--- src/rtl/core/bmp_pixel_to_rgb565_macros.svh ---
// Assertion macros used by the bitmap pixel converter top level.
`ifndef BMP_PIXEL_TO_RGB565_MACROS_SVH
`define BMP_PIXEL_TO_RGB565_MACROS_SVH

// Same-cycle implication, checked out of reset.
`define BP_ASSERT_IMPL(lbl, ante, cons, msg) \
   lbl: assert property (@(posedge clock) disable iff (reset) (ante) |-> (cons)) \
      else $error(msg);

// Next-cycle implication, checked out of reset.
`define BP_ASSERT_NEXT(lbl, ante, cons, msg) \
   lbl: assert property (@(posedge clock) disable iff (reset) (ante) |=> (cons)) \
      else $error(msg);

`endif

--- src/rtl/core/bp2rgb_pkg.sv ---
// Types, constants and helper functions of the bitmap pixel converter.
package bp2rgb_pkg;

   localparam int MAX_WIDTH   = 2048;
   localparam int WIDTH_BITS  = 12;
   localparam int POS_BITS    = 14;
   localparam int PIXEL_BITS  = 16;

   typedef enum logic [1:0] {
      FMT_RGB555  = 2'd0,
      FMT_RGB565  = 2'd1,
      FMT_BGR24   = 2'd2,
      FMT_BGRX32  = 2'd3
   } fmt_type;

   typedef enum logic {
      REG_PIXEL_FORMAT = 1'b0,
      REG_IMAGE_WIDTH  = 1'b1
   } reg_index_type;

   // Live configuration plus the row geometry derived from it.
   typedef struct packed {
      fmt_type               fmt;
      logic [POS_BITS-1:0]   visible;
      logic [POS_BITS-1:0]   stride;
   } cfg_type;

   typedef struct packed {
      logic                  valid;
      logic [PIXEL_BITS-1:0] pixel;
      logic                  row_end;
   } result_type;

   // Clamp width into 1..MAX_WIDTH.
   function automatic logic [WIDTH_BITS-1:0] eff_width(input logic [WIDTH_BITS-1:0] w);
      logic [WIDTH_BITS-1:0] r;
      r = w;
      if (w == '0) r = WIDTH_BITS'(1);
      else if (w > WIDTH_BITS'(MAX_WIDTH)) r = WIDTH_BITS'(MAX_WIDTH);
      return r;
   endfunction

   // Visible bytes of one row.
   function automatic logic [POS_BITS-1:0] calc_visible(input fmt_type fmt,
                                                        input logic [WIDTH_BITS-1:0] w);
      logic [POS_BITS-1:0] wx;
      logic [POS_BITS-1:0] r;
      wx = POS_BITS'(w);
      case (fmt)
         FMT_BGRX32: r = wx << 2;
         FMT_BGR24:  r = (wx << 1) + wx;
         default:    r = wx << 1;
      endcase
      return r;
   endfunction

   // Row stride: visible bytes rounded up to a 4-byte multiple.
   function automatic logic [POS_BITS-1:0] calc_stride(input logic [POS_BITS-1:0] v);
      logic [POS_BITS:0] s;
      s = ({1'b0, v} + (POS_BITS+1)'(3)) & ~((POS_BITS+1)'(3));
      return s[POS_BITS-1:0];
   endfunction

   function automatic logic [PIXEL_BITS-1:0] pack565(input logic [7:0] b,
                                                     input logic [7:0] g,
                                                     input logic [7:0] r);
      return {r[7:3], g[7:2], b[7:3]};
   endfunction

endpackage

--- src/rtl/core/bmp_pixel_to_rgb565.sv ---
// Top level of the BMP pixel-array to RGB565 stream converter.
// Usage:
//  - req_ carries the BMP pixel array one byte per transfer in file order;
//    req_tuser marks the first byte of an image and restarts the row counters.
//  - rsp_ gives one RGB565 pixel per complete source pixel; rsp_tlast flags the
//    last visible pixel of a row. Row padding bytes give no transfer.
//  - csr_ writes pixel_format (index 0) and image_width (index 1); always ready.
//    Write only while the block is idle. Row geometry is worked out at the write.
// Timing:
//  - One byte per cycle while req_tready is high. A pixel is registered in the output
//    register, or in the skid entry while the output register is held by a stall.
//  - A two-entry output buffer (register plus skid) lets input keep flowing while
//    one result waits; req_tready drops only when both entries are full.
// Reset: counters cleared, format RGB565, width 320, output buffer emptied.
// Stall: rsp_tdata/rsp_tlast hold while rsp_tvalid is high and rsp_tready low.
module bmp_pixel_to_rgb565
   import bp2rgb_pkg::*;
(
   input  logic                  clock,
   input  logic                  reset,
   // input byte stream
   input  logic                  req_tvalid,
   output logic                  req_tready,
   input  logic [7:0]            req_tdata,   // [7:0] data_byte
   input  logic                  req_tuser,   // [0] frame_start
   // pixel stream
   output logic                  rsp_tvalid,
   input  logic                  rsp_tready,
   output logic [PIXEL_BITS-1:0] rsp_tdata,   // [15:0] pixel
   output logic                  rsp_tlast,   // row_end
   // register writes
   input  logic                  csr_valid,
   output logic                  csr_ready,
   input  logic                  csr_index,
   input  logic [WIDTH_BITS-1:0] csr_wdata
);

`include "bmp_pixel_to_rgb565_macros.svh"

   cfg_type                  cfg_ff, cfg_in;
   logic [WIDTH_BITS-1:0]    width_ff, width_in;
   fmt_type                  new_fmt;
   logic [WIDTH_BITS-1:0]    new_width;

   logic                     req_accept;
   result_type               res;

   logic                     rsp_vld_ff, rsp_vld_in;
   logic [PIXEL_BITS-1:0]    rsp_px_ff,  rsp_px_in;
   logic                     rsp_end_ff, rsp_end_in;
   logic                     skid_vld_ff, skid_vld_in;
   logic [PIXEL_BITS-1:0]    skid_px_ff,  skid_px_in;
   logic                     skid_end_ff, skid_end_in;
   logic                     pop;

   logic                     push_stalled;
   logic                     stride_ok;

   // ---------------- configuration ----------------
   assign csr_ready = 1'b1;

   always_comb begin
      new_fmt   = cfg_ff.fmt;
      new_width = width_ff;
      case (reg_index_type'(csr_index))
         REG_PIXEL_FORMAT: new_fmt   = fmt_type'(csr_wdata[1:0]);
         REG_IMAGE_WIDTH:  new_width = eff_width(csr_wdata);
         default:          ;
      endcase
      cfg_in   = cfg_ff;
      width_in = width_ff;
      if (csr_valid) begin
         width_in       = new_width;
         cfg_in.fmt     = new_fmt;
         cfg_in.visible = calc_visible(new_fmt, new_width);
         cfg_in.stride  = calc_stride(calc_visible(new_fmt, new_width));
      end
   end

   always_ff @(posedge clock) begin
      if (reset) begin
         width_ff       <= WIDTH_BITS'(320);
         cfg_ff.fmt     <= FMT_RGB565;
         cfg_ff.visible <= POS_BITS'(640);
         cfg_ff.stride  <= POS_BITS'(640);
      end else begin
         width_ff <= width_in;
         cfg_ff   <= cfg_in;
      end
   end

   // ---------------- byte unpacking ----------------
   assign req_tready = !skid_vld_ff;
   assign req_accept = req_tvalid && req_tready;

   bp2rgb_unpack u_unpack (
      .clock       (clock),
      .reset       (reset),
      .take        (req_accept),
      .data_byte   (req_tdata),
      .frame_start (req_tuser),
      .cfg         (cfg_ff),
      .result      (res)
   );

   // ---------------- output register plus skid ----------------
   assign pop = rsp_vld_ff && rsp_tready;

   always_comb begin
      rsp_vld_in  = rsp_vld_ff;
      rsp_px_in   = rsp_px_ff;
      rsp_end_in  = rsp_end_ff;
      skid_vld_in = skid_vld_ff;
      skid_px_in  = skid_px_ff;
      skid_end_in = skid_end_ff;
      if (skid_vld_ff) begin
         // input is blocked here; drain skid into the main register
         if (pop) begin
            rsp_px_in   = skid_px_ff;
            rsp_end_in  = skid_end_ff;
            skid_vld_in = 1'b0;
         end
      end else if (req_accept && res.valid) begin
         if (!rsp_vld_ff || pop) begin
            rsp_vld_in = 1'b1;
            rsp_px_in  = res.pixel;
            rsp_end_in = res.row_end;
         end else begin
            skid_vld_in = 1'b1;
            skid_px_in  = res.pixel;
            skid_end_in = res.row_end;
         end
      end else if (pop) begin
         rsp_vld_in = 1'b0;
      end
   end

   always_ff @(posedge clock) begin
      if (reset) begin
         rsp_vld_ff  <= 1'b0;
         skid_vld_ff <= 1'b0;
      end else begin
         rsp_vld_ff  <= rsp_vld_in;
         skid_vld_ff <= skid_vld_in;
      end
      rsp_px_ff   <= rsp_px_in;
      rsp_end_ff  <= rsp_end_in;
      skid_px_ff  <= skid_px_in;
      skid_end_ff <= skid_end_in;
   end

   assign rsp_tvalid = rsp_vld_ff;
   assign rsp_tdata  = rsp_px_ff;
   assign rsp_tlast  = rsp_end_ff;

   // ---------------- assertions ----------------
   assign push_stalled = req_accept && res.valid && rsp_vld_ff && !rsp_tready;
   assign stride_ok    = (cfg_ff.stride >= cfg_ff.visible) && (cfg_ff.stride[1:0] == 2'b00);

   `BP_ASSERT_IMPL(a_skid_behind_main, skid_vld_ff, rsp_vld_ff, "skid full with main empty")
   `BP_ASSERT_NEXT(a_stalled_push_kept, push_stalled, skid_vld_ff, "result lost on stall")
   `BP_ASSERT_IMPL(a_stride_covers_row, 1'b1, stride_ok, "bad row stride")
   `BP_ASSERT_NEXT(a_skid_drains, skid_vld_ff && rsp_tready, !skid_vld_ff, "skid not drained")

endmodule

--- src/rtl/core/bp2rgb_unpack.sv ---
// Row/pixel byte counters and the byte-to-RGB565 conversion.
module bp2rgb_unpack
   import bp2rgb_pkg::*;
(
   input  logic        clock,
   input  logic        reset,
   input  logic        take,
   input  logic [7:0]  data_byte,
   input  logic        frame_start,
   input  cfg_type     cfg,
   output result_type  result
);

   logic [POS_BITS-1:0]   pos_ff,  pos_in;
   logic [1:0]            k_ff,    k_in;
   logic [PIXEL_BITS-1:0] held_ff, held_in;

   logic [POS_BITS-1:0]   pos_cur;
   logic [1:0]            k_cur;
   logic [PIXEL_BITS-1:0] held_cur;
   logic [POS_BITS:0]     pos_next;
   logic [1:0]            last_idx;
   logic [PIXEL_BITS-1:0] word;
   logic [PIXEL_BITS-1:0] px;

   always_comb begin
      pos_cur  = frame_start ? '0 : pos_ff;
      k_cur    = frame_start ? '0 : k_ff;
      held_cur = frame_start ? '0 : held_ff;

      case (cfg.fmt)
         FMT_BGRX32: last_idx = 2'd3;
         FMT_BGR24:  last_idx = 2'd2;
         default:    last_idx = 2'd1;
      endcase

      word = {data_byte, held_cur[7:0]};
      case (cfg.fmt)
         FMT_RGB555: px = {word[14:10], word[9:5], 1'b0, word[4:0]};
         FMT_RGB565: px = word;
         FMT_BGR24:  px = pack565(held_cur[7:0], held_cur[15:8], data_byte);
         default:    px = held_cur;
      endcase

      pos_in          = pos_ff;
      k_in            = k_ff;
      held_in         = held_ff;
      result.valid    = 1'b0;
      result.pixel    = px;
      pos_next        = {1'b0, pos_cur} + (POS_BITS+1)'(1);
      result.row_end  = (pos_next == {1'b0, cfg.visible});

      if (take) begin
         k_in    = k_cur;
         held_in = held_cur;
         if (pos_cur < cfg.visible) begin
            if (k_cur < last_idx) begin
               case (k_cur)
                  2'd0:    held_in = {8'h00, data_byte};
                  2'd1:    held_in = word;
                  default: held_in = pack565(held_cur[7:0], held_cur[15:8], data_byte);
               endcase
               k_in = k_cur + 2'd1;
            end else begin
               result.valid = 1'b1;
               k_in         = '0;
            end
         end
         // wrap at the padded stride
         if (pos_next >= {1'b0, cfg.stride}) begin
            pos_in = '0;
            k_in   = '0;
         end else begin
            pos_in = pos_next[POS_BITS-1:0];
         end
      end
   end

   always_ff @(posedge clock) begin
      if (reset) begin
         pos_ff  <= '0;
         k_ff    <= '0;
         held_ff <= '0;
      end else begin
         pos_ff  <= pos_in;
         k_ff    <= k_in;
         held_ff <= held_in;
      end
   end

endmodule

--- config.mk ---
export PLATFORM = sky130hd
export DESIGN_NAME = bmp_pixel_to_rgb565
export DESIGN_NICKNAME = d
export VERILOG_FILES = /design/src/rtl/core/bp2rgb_pkg.sv /design/src/rtl/core/bmp_pixel_to_rgb565.sv /design/src/rtl/core/bp2rgb_unpack.sv
export VERILOG_INCLUDE_DIRS = /design/src /design/src/rtl/core
export SDC_FILE = /design/constraint.sdc
export NUM_CORES = 1
export LEC_CHECK = 0
export BUFFER_PORTS_ARGS = -buffer_cell sky130_fd_sc_hd__buf_2
export CORE_MARGIN = 10
export CORE_UTILIZATION = 62
export DETAILED_ROUTE_END_ITERATION = 10
export GPL_ROUTABILITY_DRIVEN = 0
export PLACE_DENSITY = 0.83
export SETUP_SLACK_MARGIN = 0.1
export SLEW_MARGIN = 20
export SYNTH_ARGS = -nofsm -noshare
export SYNTH_HDL_FRONTEND = slang
export SYNTH_HIERARCHICAL = 1
export SYNTH_SLANG_ARGS = --single-unit
--- constraint.sdc ---
create_clock -name clock -period 5.25 [get_ports clock]
set_input_delay 0 -clock clock [delete_from_list [all_inputs] [get_ports clock]]
set_output_delay 0 -clock clock [all_outputs]
set_load 0.05 [all_outputs]
**Word-level counts from Yosys, hierarchy flattened**

Cells that the tools add are included.

- Register bits: 108
- Latch bits: 0
- RAM bits: 0
- Memory bits (read-only): 0
- Input port bits: 27
- Output and inout port bits: 20
- Logic and storage cells: 83
- Memories: 0

- $add $sub $neg: 4
- Multiply operators: 0
- Div/mod/pow operators: 0
- $lt $le $gt $ge: 4
- Equal/unequal tests: 9
- Shift-type cells: 0
- Mux-type cells: 36
- Bitwise gates (word level): 2
- Reduce and logical (&&, ||, !) cells: 15

Operators by type and width:

| operator | number |
|---|---|
| $mux 16 | 7 |
| $pmux 16 s3 | 1 |
| $mux 14 | 3 |
| $mux 12 | 3 |
| $pmux 16 s2 | 1 |
| $pmux 14 s2 | 1 |
| $add 14x1->15 const B | 1 |
| $eq 15x14->1 | 1 |
| $ge 15x14->1 | 1 |
| $add 13x12->14 | 1 |
| $add 14x2->14 const B | 1 |
| $lt 14x14->1 | 1 |
| $mux 1 | 14 |
| $gt 12x12->1 const B | 1 |
| $logic_not 12->1 | 1 |
| $mux 2 | 5 |
| $reduce_and 3->1 | 3 |
| $eq 2x2->1 const B | 4 |
| $reduce_bool 2->1 | 3 |
| $eq 2x1->1 const B | 2 |
| $logic_not 2->1 | 2 |
| $ne 2x1->1 const B | 2 |
| $pmux 2 s2 | 1 |
| $logic_and 1x1->1 | 3 |
| 5 further kinds | 7 |

**Longest topological paths before layout**

- Depth in word-level cells: 9
- Gate-level depth with buffers: 18
- Gate-level depth less buffers: 15

**Hierarchy**

The synthesis kept the hierarchy.

By module, submodules not included:

| module | times used | cells each | area each (um2) | sequential area each (um2) |
|---|---|---|---|---|
| bmp_pixel_to_rgb565 | 1 | 413 | 4,067.7 | 1,861.8 |
| bp2rgb_unpack | 1 | 427 | 3,269.4 | 640.6 |

**Worst setup path after synthesis**

Ideal clock, no wire load.

- Path kind: register to register
- Start point: register u_unpack.pos_ff[12]
- End point: register skid_end_ff (enable)
- Setup time: 416 ps
- Arrival time: 3,478 ps
- Data required time: 4,834 ps
- Path slack: 1,355 ps
- Stages on the path, launching flop included: 12
- Buffers on the path: 1
- Period minus slack after synthesis: 3,895 ps
- Path through: dfxtp_1 -> nand2b_1 -> clkbuf_1 -> inv_1 -> ha_1 -> a21oi_1 -> nand2_1 -> a221oi_1 -> nand2_1 -> nor3_1 -> nand3_1 -> nor3b_1

RTL lines:

| element | RTL line | RTL |
|---|---|---|
| start, declared | bp2rgb_unpack.sv:14 | `logic [POS_BITS-1:0] pos_ff, pos_in;` |
| start signal, assigned | bp2rgb_unpack.sv:85 | `pos_ff <= pos_in;` |
| end signal, assigned | bmp_pixel_to_rgb565.sv:149 | `skid_end_ff <= skid_end_in;` |
| end, declared | bmp_pixel_to_rgb565.sv:53 | `logic skid_end_ff, skid_end_in;` |

**Final worst setup path**

- Start point: register width_ff[8]
- End point: register cfg_ff[12] (netlist bit)

- Longest elaborated chain between the ends: 5

RTL lines:

| element | RTL line | RTL |
|---|---|---|
| start, declared | bmp_pixel_to_rgb565.sv:41 | `logic [WIDTH_BITS-1:0] width_ff, width_in;` |
| start signal, assigned | bmp_pixel_to_rgb565.sv:87 | `width_ff <= width_in;` |
| $mux 12 (*) | bmp_pixel_to_rgb565.sv:65 | `case (reg_index_type'(csr_index))` |
| named net new_width[8] | bmp_pixel_to_rgb565.sv:43 | `logic [WIDTH_BITS-1:0] new_width;` |
| $add 13x12->14 | bp2rgb_pkg.sv:51 | `FMT_BGR24: r = (wx << 1) + wx;` |
| $pmux 14 s2 (*) | bp2rgb_pkg.sv:49 | `case (fmt)` |
| $mux 14 (*) | bmp_pixel_to_rgb565.sv:72 | `if (csr_valid) begin` |
| $add 14x2->14 (*) | bp2rgb_pkg.sv:60 | `s = ({1'b0, v} + (POS_BITS+1)'(3)) & ~((POS_BITS+1)'(3));` |
| end signal, assigned | bmp_pixel_to_rgb565.sv:88 | `cfg_ff <= cfg_in;` |
| end, declared | bmp_pixel_to_rgb565.sv:40 | `cfg_type cfg_ff, cfg_in;` |

The timed path passes the listed nets; every way through them passes the cells marked *. The select of a mux whose other input is x is not followed.
A chain may end at the register's enable or synchronous reset.

==> flow_results.org <==
** Timing
- The worst path needs 3.81 ns of the cycle, external delays included.
- Number of slew-limit violations in the final report :: 0
- Final period utilization :: 0.726
- Setup repair after global routing left no endpoint under its margin.
- Headroom to the max-slew limit came out at 0.323.
- Worst-Margin Slew :: 1.01 ns
- Count of final setup violators :: 0
- Final Skew :: 0.0150 ns
- In the final timing run, aggregate negative setup slack is 0 ns.
- The hold violation count in the final report is 0.
- Based on the critical path, the design can be clocked at up to 262 MHz.

** Drt
- Total iterations of the first detailed-routing run :: 7
- Initial DRC count :: 616
- In the routed design, unresolved DRC markers number 0.
- Across all layers, the routed design uses 6508 vias.
- The routed design has 18500 microns of wire.
- The detail route stage leaves a number of antenna-violating nets equal to 0.
- In the final routed layout, each cell accounts on average for 18.3 microns.
- Vias per cell :: 6.46

** Placement
- Detailed placement ended at an HPWL of 13300 microns.
- # port buffers :: 45

** Die
- Core Rows :: 39
- Width of the die :: 129 microns
- The die covers 16600 sq um.
- 47 I/O pins were placed.
- In this run the vertical extent of the chip is 129 microns.
- Starting Density :: 0.637
- The core region is 11500 sq um.

** Global routing
- Across every metal layer, demand over resource in global routing totals 0.223.
- Antenna violations before repair :: 0
- Via count of the first global-routing pass :: 6239
- The first global-routing pass estimated 30200 microns of wire.
- Summed over all layers, the global routing overflow is 0.
- Entering global routing, the biggest net connects 55 pins.

** Logic synthesis
- Yosys printed 6 warnings.
- Seq cells post-synth :: 108
- Area share of xor/xnor cells in the synthesized design :: 0.0379
- Area share of the largest cell type after synthesis :: 0.202
- Post-synthesis simple-gate area fraction :: 0.191
- Number of distinct library cells after synthesis :: 84
- Proportion of synthesized flip-flops having asynchronous set or reset :: 0
- Biggest area consumer among synthesized cells :: sky130_fd_sc_hd__dfxtp_1
- Post-Synthesis Cells :: 840
- Top_reg_cell synth :: sky130_fd_sc_hd__dfxtp_1
- Multiplexer fraction of the synthesized cell area :: 0.0761
- Largest family of logic cells by synthesized area :: compound AO/OA/AOI/OAI gates
- Summing every instance area after synthesis gives 7340 sq um.
- Synthesized-area fraction occupied by adder cells :: 0.0757
- The average instance in the mapped netlist occupies 8.73 sq um.
- Number of enable flip-flop cells after synthesis :: 34
- Of the synthesized area, sequential elements account for 0.341.
- Top cells by area in the synthesized netlist :: sky130_fd_sc_hd__dfxtp_1 20%, sky130_fd_sc_hd__edfxtp_1 14%, sky130_fd_sc_hd__ha_1 7.2%, sky130_fd_sc_hd__nor2_1 5.3%, sky130_fd_sc_hd__mux2i_1 4.1%
- The share of the synthesized area in compound gates (AO/OA/AOI/OAI) is 0.213.

** Clock network
- Counting the buffers created by CTS gives 9.
- Hold buffer count at CTS :: 8
- Source-to-sink clock delay at the later pin of the worst-skew pair :: 0.37 ns
- After clock tree synthesis, the repair step resized 0 gates.
- CTS clk-pin slew, worst paths :: 0.08 ns
- The tree is rooted in a sky130_fd_sc_hd__clkbuf_16.
- TritonCTS built the clock tree.
- After clock tree synthesis, the setup repair step added 0 buffers.
- Max H-tree Level :: 3
- No sink is reached through more buffers than the 2 on the longest clock path.
- Sinks on Clock Net :: 108

** Power and ir drop
- Pwr per Cell Area :: 259 nW/um^2
- Peak supply drop :: 0.206 mV
- Leakage Power :: 3.27 nW

** Critical path
- Delay of the slowest critical-path stage :: 0.65 ns
- Max Fanout on Critical Path :: 6
- The worst setup path is launched from a register.
- The critical path in this run is classified as register to register.
- Among all stages on the critical path, the largest delay is contributed by sky130_fd_sc_hd__o21ai_0.
- At the worst endpoint, the required time is 5.50 ns.
- Data arrival time at the worst-slack endpoint :: 4.07 ns
- STA classifies the critical path endpoint as a register.
- Critical path cell sequence :: clkinv_1 -> o21ai_0 -> ha_1 -> a2111o_1 -> o21ai_2 -> mux2i_1 -> a221oi_1 -> nand2_1 -> o31a_1 -> a311o_1

** Cells and area
- At the end of the flow, the number of nets in the layout was 930.
- Final core area utilization :: 0.690
- Layout cells sized above 1 :: 0.126
- Diode insertion count for antenna repair :: 0
- The area growth from synthesis to layout is 8.36%.
- After filler insertion, the fill cell instance count of the layout stands at 895.

** Worst hold path
- The worst hold path belongs to the class input pin to register.

** Run status
- The flow ran to the end, and the final reports show no timing, DRC or antenna violations.

** Run
- Max-cap violations in this run came to 0.
## state kept, by name, indices dropped and copies added (netlist names)
name,flops
cfg_ff,28
rsp_tdata,16
rsp_tlast,1
rsp_tvalid,1
skid_end_ff,1
skid_px_ff,16
skid_vld_ff,1
u_unpack/held_ff,16
u_unpack/k_ff,2
u_unpack/pos_ff,14
width_ff,12
## worst max-delay path: cells and delay by family (launching register included)
| family | cells | cell delay (ns) |
|---|---|---|
| buffers and inverters | 1 | 0.07 |
| AOI/OAI and AO/OA | 6 | 2.52 |
| and+or+nand+nor | 1 | 0.29 |
| muxes | 1 | 0.09 |
| adders and majority gates | 1 | 0.41 |
| DFF | 1 | 0.32 |
## routing by layer
metal	vias up	GRT usage	routed length, microns
met1	3062	0.265	7530
met2	281	0.383	9140
li1	3113	-	-
met4	0	0.0883	501
met5	-	0	0
met3	52	0.0505	1330
## metrics by stage
stage | cells | hold WS, ns | power (mW) | setup slack [ns] | cell area, sq um
2_1_floorplan | 841 | 0.116 | 1.23 | 1.36 | 7340
3_3_place_gp | 984 | 0.258 | 1.30 | 1.38 | 7550
3_5_place_dp | 984 | 0.287 | 1.32 | 1.24 | 7550
4_1_cts | 1008 | 0.0240 | 2.05 | 1.52 | 7950
5_1_grt | 1008 | 0.0309 | 2.13 | 1.21 | 7950
6_report | 1008 | 0.0384 | 2.06 | 1.44 | 7950
## final cells by class
type,count,area (sq um),area share
multi-input combinational,621,4370,0.550
sequential,108,2500,0.315
timing repair buffer,59,350,0.0441
inverter,61,229,0.0288
clock buffer,9,225,0.0283
tap,143,179,0.0225
clock inverter,7,92.6,0.0116
## layout by cell type (no fill, tap or decap), drive strengths merged, types with 5 or more instances in the layout
cell,synthesis,routed
mux2,21,21
a32oi,16,16
nor2b,19,19
a21o,8,8
nand4,8,8
o211ai,15,15
clkbuf,29,9
o21ai,40,40
dlygate4sd3,0,8
a211oi,25,25
edfxtp,34,34
and3,7,7
nand2b,10,10
nor2,104,104
a32o,6,6
a22o,11,11
xnor2,18,18
nand3,17,17
mux2i,31,31
a221oi,11,11
nand2,50,50
a21oi,37,37
nor4,10,10
nand3b,13,13
dfxtp,74,74
xor2,9,9
buf,22,51
o22ai,9,9
ha,42,42
clkinv,4,5
inv,57,62
nor3,15,15
## synthesized netlist by cell type (5+ instances only)
| cell type | instances |
|---|---|
| sky130_fd_sc_hd__nor2_1 | 104 |
| sky130_fd_sc_hd__dfxtp_1 | 74 |
| sky130_fd_sc_hd__inv_1 | 55 |
| sky130_fd_sc_hd__nand2_1 | 49 |
| sky130_fd_sc_hd__ha_1 | 42 |
| sky130_fd_sc_hd__a21oi_1 | 36 |
| sky130_fd_sc_hd__edfxtp_1 | 34 |
| sky130_fd_sc_hd__mux2i_1 | 30 |
| sky130_fd_sc_hd__clkbuf_1 | 29 |
| sky130_fd_sc_hd__o21ai_0 | 29 |
| sky130_fd_sc_hd__a211oi_1 | 25 |
| sky130_fd_sc_hd__mux2_2 | 19 |
| sky130_fd_sc_hd__nor2b_1 | 19 |
| sky130_fd_sc_hd__xnor2_1 | 17 |
| sky130_fd_sc_hd__a32oi_1 | 16 |
| sky130_fd_sc_hd__nand3_1 | 15 |
| sky130_fd_sc_hd__o211ai_1 | 14 |
| sky130_fd_sc_hd__nand3b_1 | 13 |
| sky130_fd_sc_hd__nor3_1 | 13 |
| sky130_fd_sc_hd__a221oi_1 | 11 |
| sky130_fd_sc_hd__a22o_1 | 11 |
| sky130_fd_sc_hd__nand2b_1 | 10 |
| sky130_fd_sc_hd__o21ai_1 | 10 |
| sky130_fd_sc_hd__nor4_1 | 9 |
| sky130_fd_sc_hd__o22ai_1 | 9 |
| sky130_fd_sc_hd__xor2_1 | 9 |
| sky130_fd_sc_hd__a21o_1 | 8 |
| sky130_fd_sc_hd__buf_2 | 8 |
| sky130_fd_sc_hd__and3_1 | 7 |
| sky130_fd_sc_hd__nand4_1 | 7 |
| sky130_fd_sc_hd__a32o_1 | 6 |
| sky130_fd_sc_hd__buf_1 | 6 |
| sky130_fd_sc_hd__buf_4 | 5 |
## report_power, final
group	leakage [nW]	switching, mW	internal (mW)	total (mW)
Combinational	2.20	0.240	0.147	0.387
Clock	0.158	0.356	0.387	0.742
Sequential	0.915	0.0309	0.895	0.926
## path summary, 6_finish.rpt
path	slack, ns	startpoint	cells after the start	end
setup / recovery	1.44	width_ff[8]	10	cfg_ff[12]
hold / removal	0.04	req_tvalid	3	rsp_tvalid
setup reg to reg	1.44	width_ff[8]	10	cfg_ff[12]
hold reg to reg	0.46	u_unpack/k_ff[0]	2	u_unpack/k_ff[0]
## cells by family (layout without fill, tap and decap cells)
logic type	Yosys count	after routing
and+or+nand+nor	276	276
xor gates and xnor gates	28	28
muxes	52	52
adders and majority gates	44	44
DFF	108	108
buffers and inverters	112	136
AOI/OAI and AO/OA	218	218
other	2	3
No activity file was read; power rests on OpenSTA's default activity.
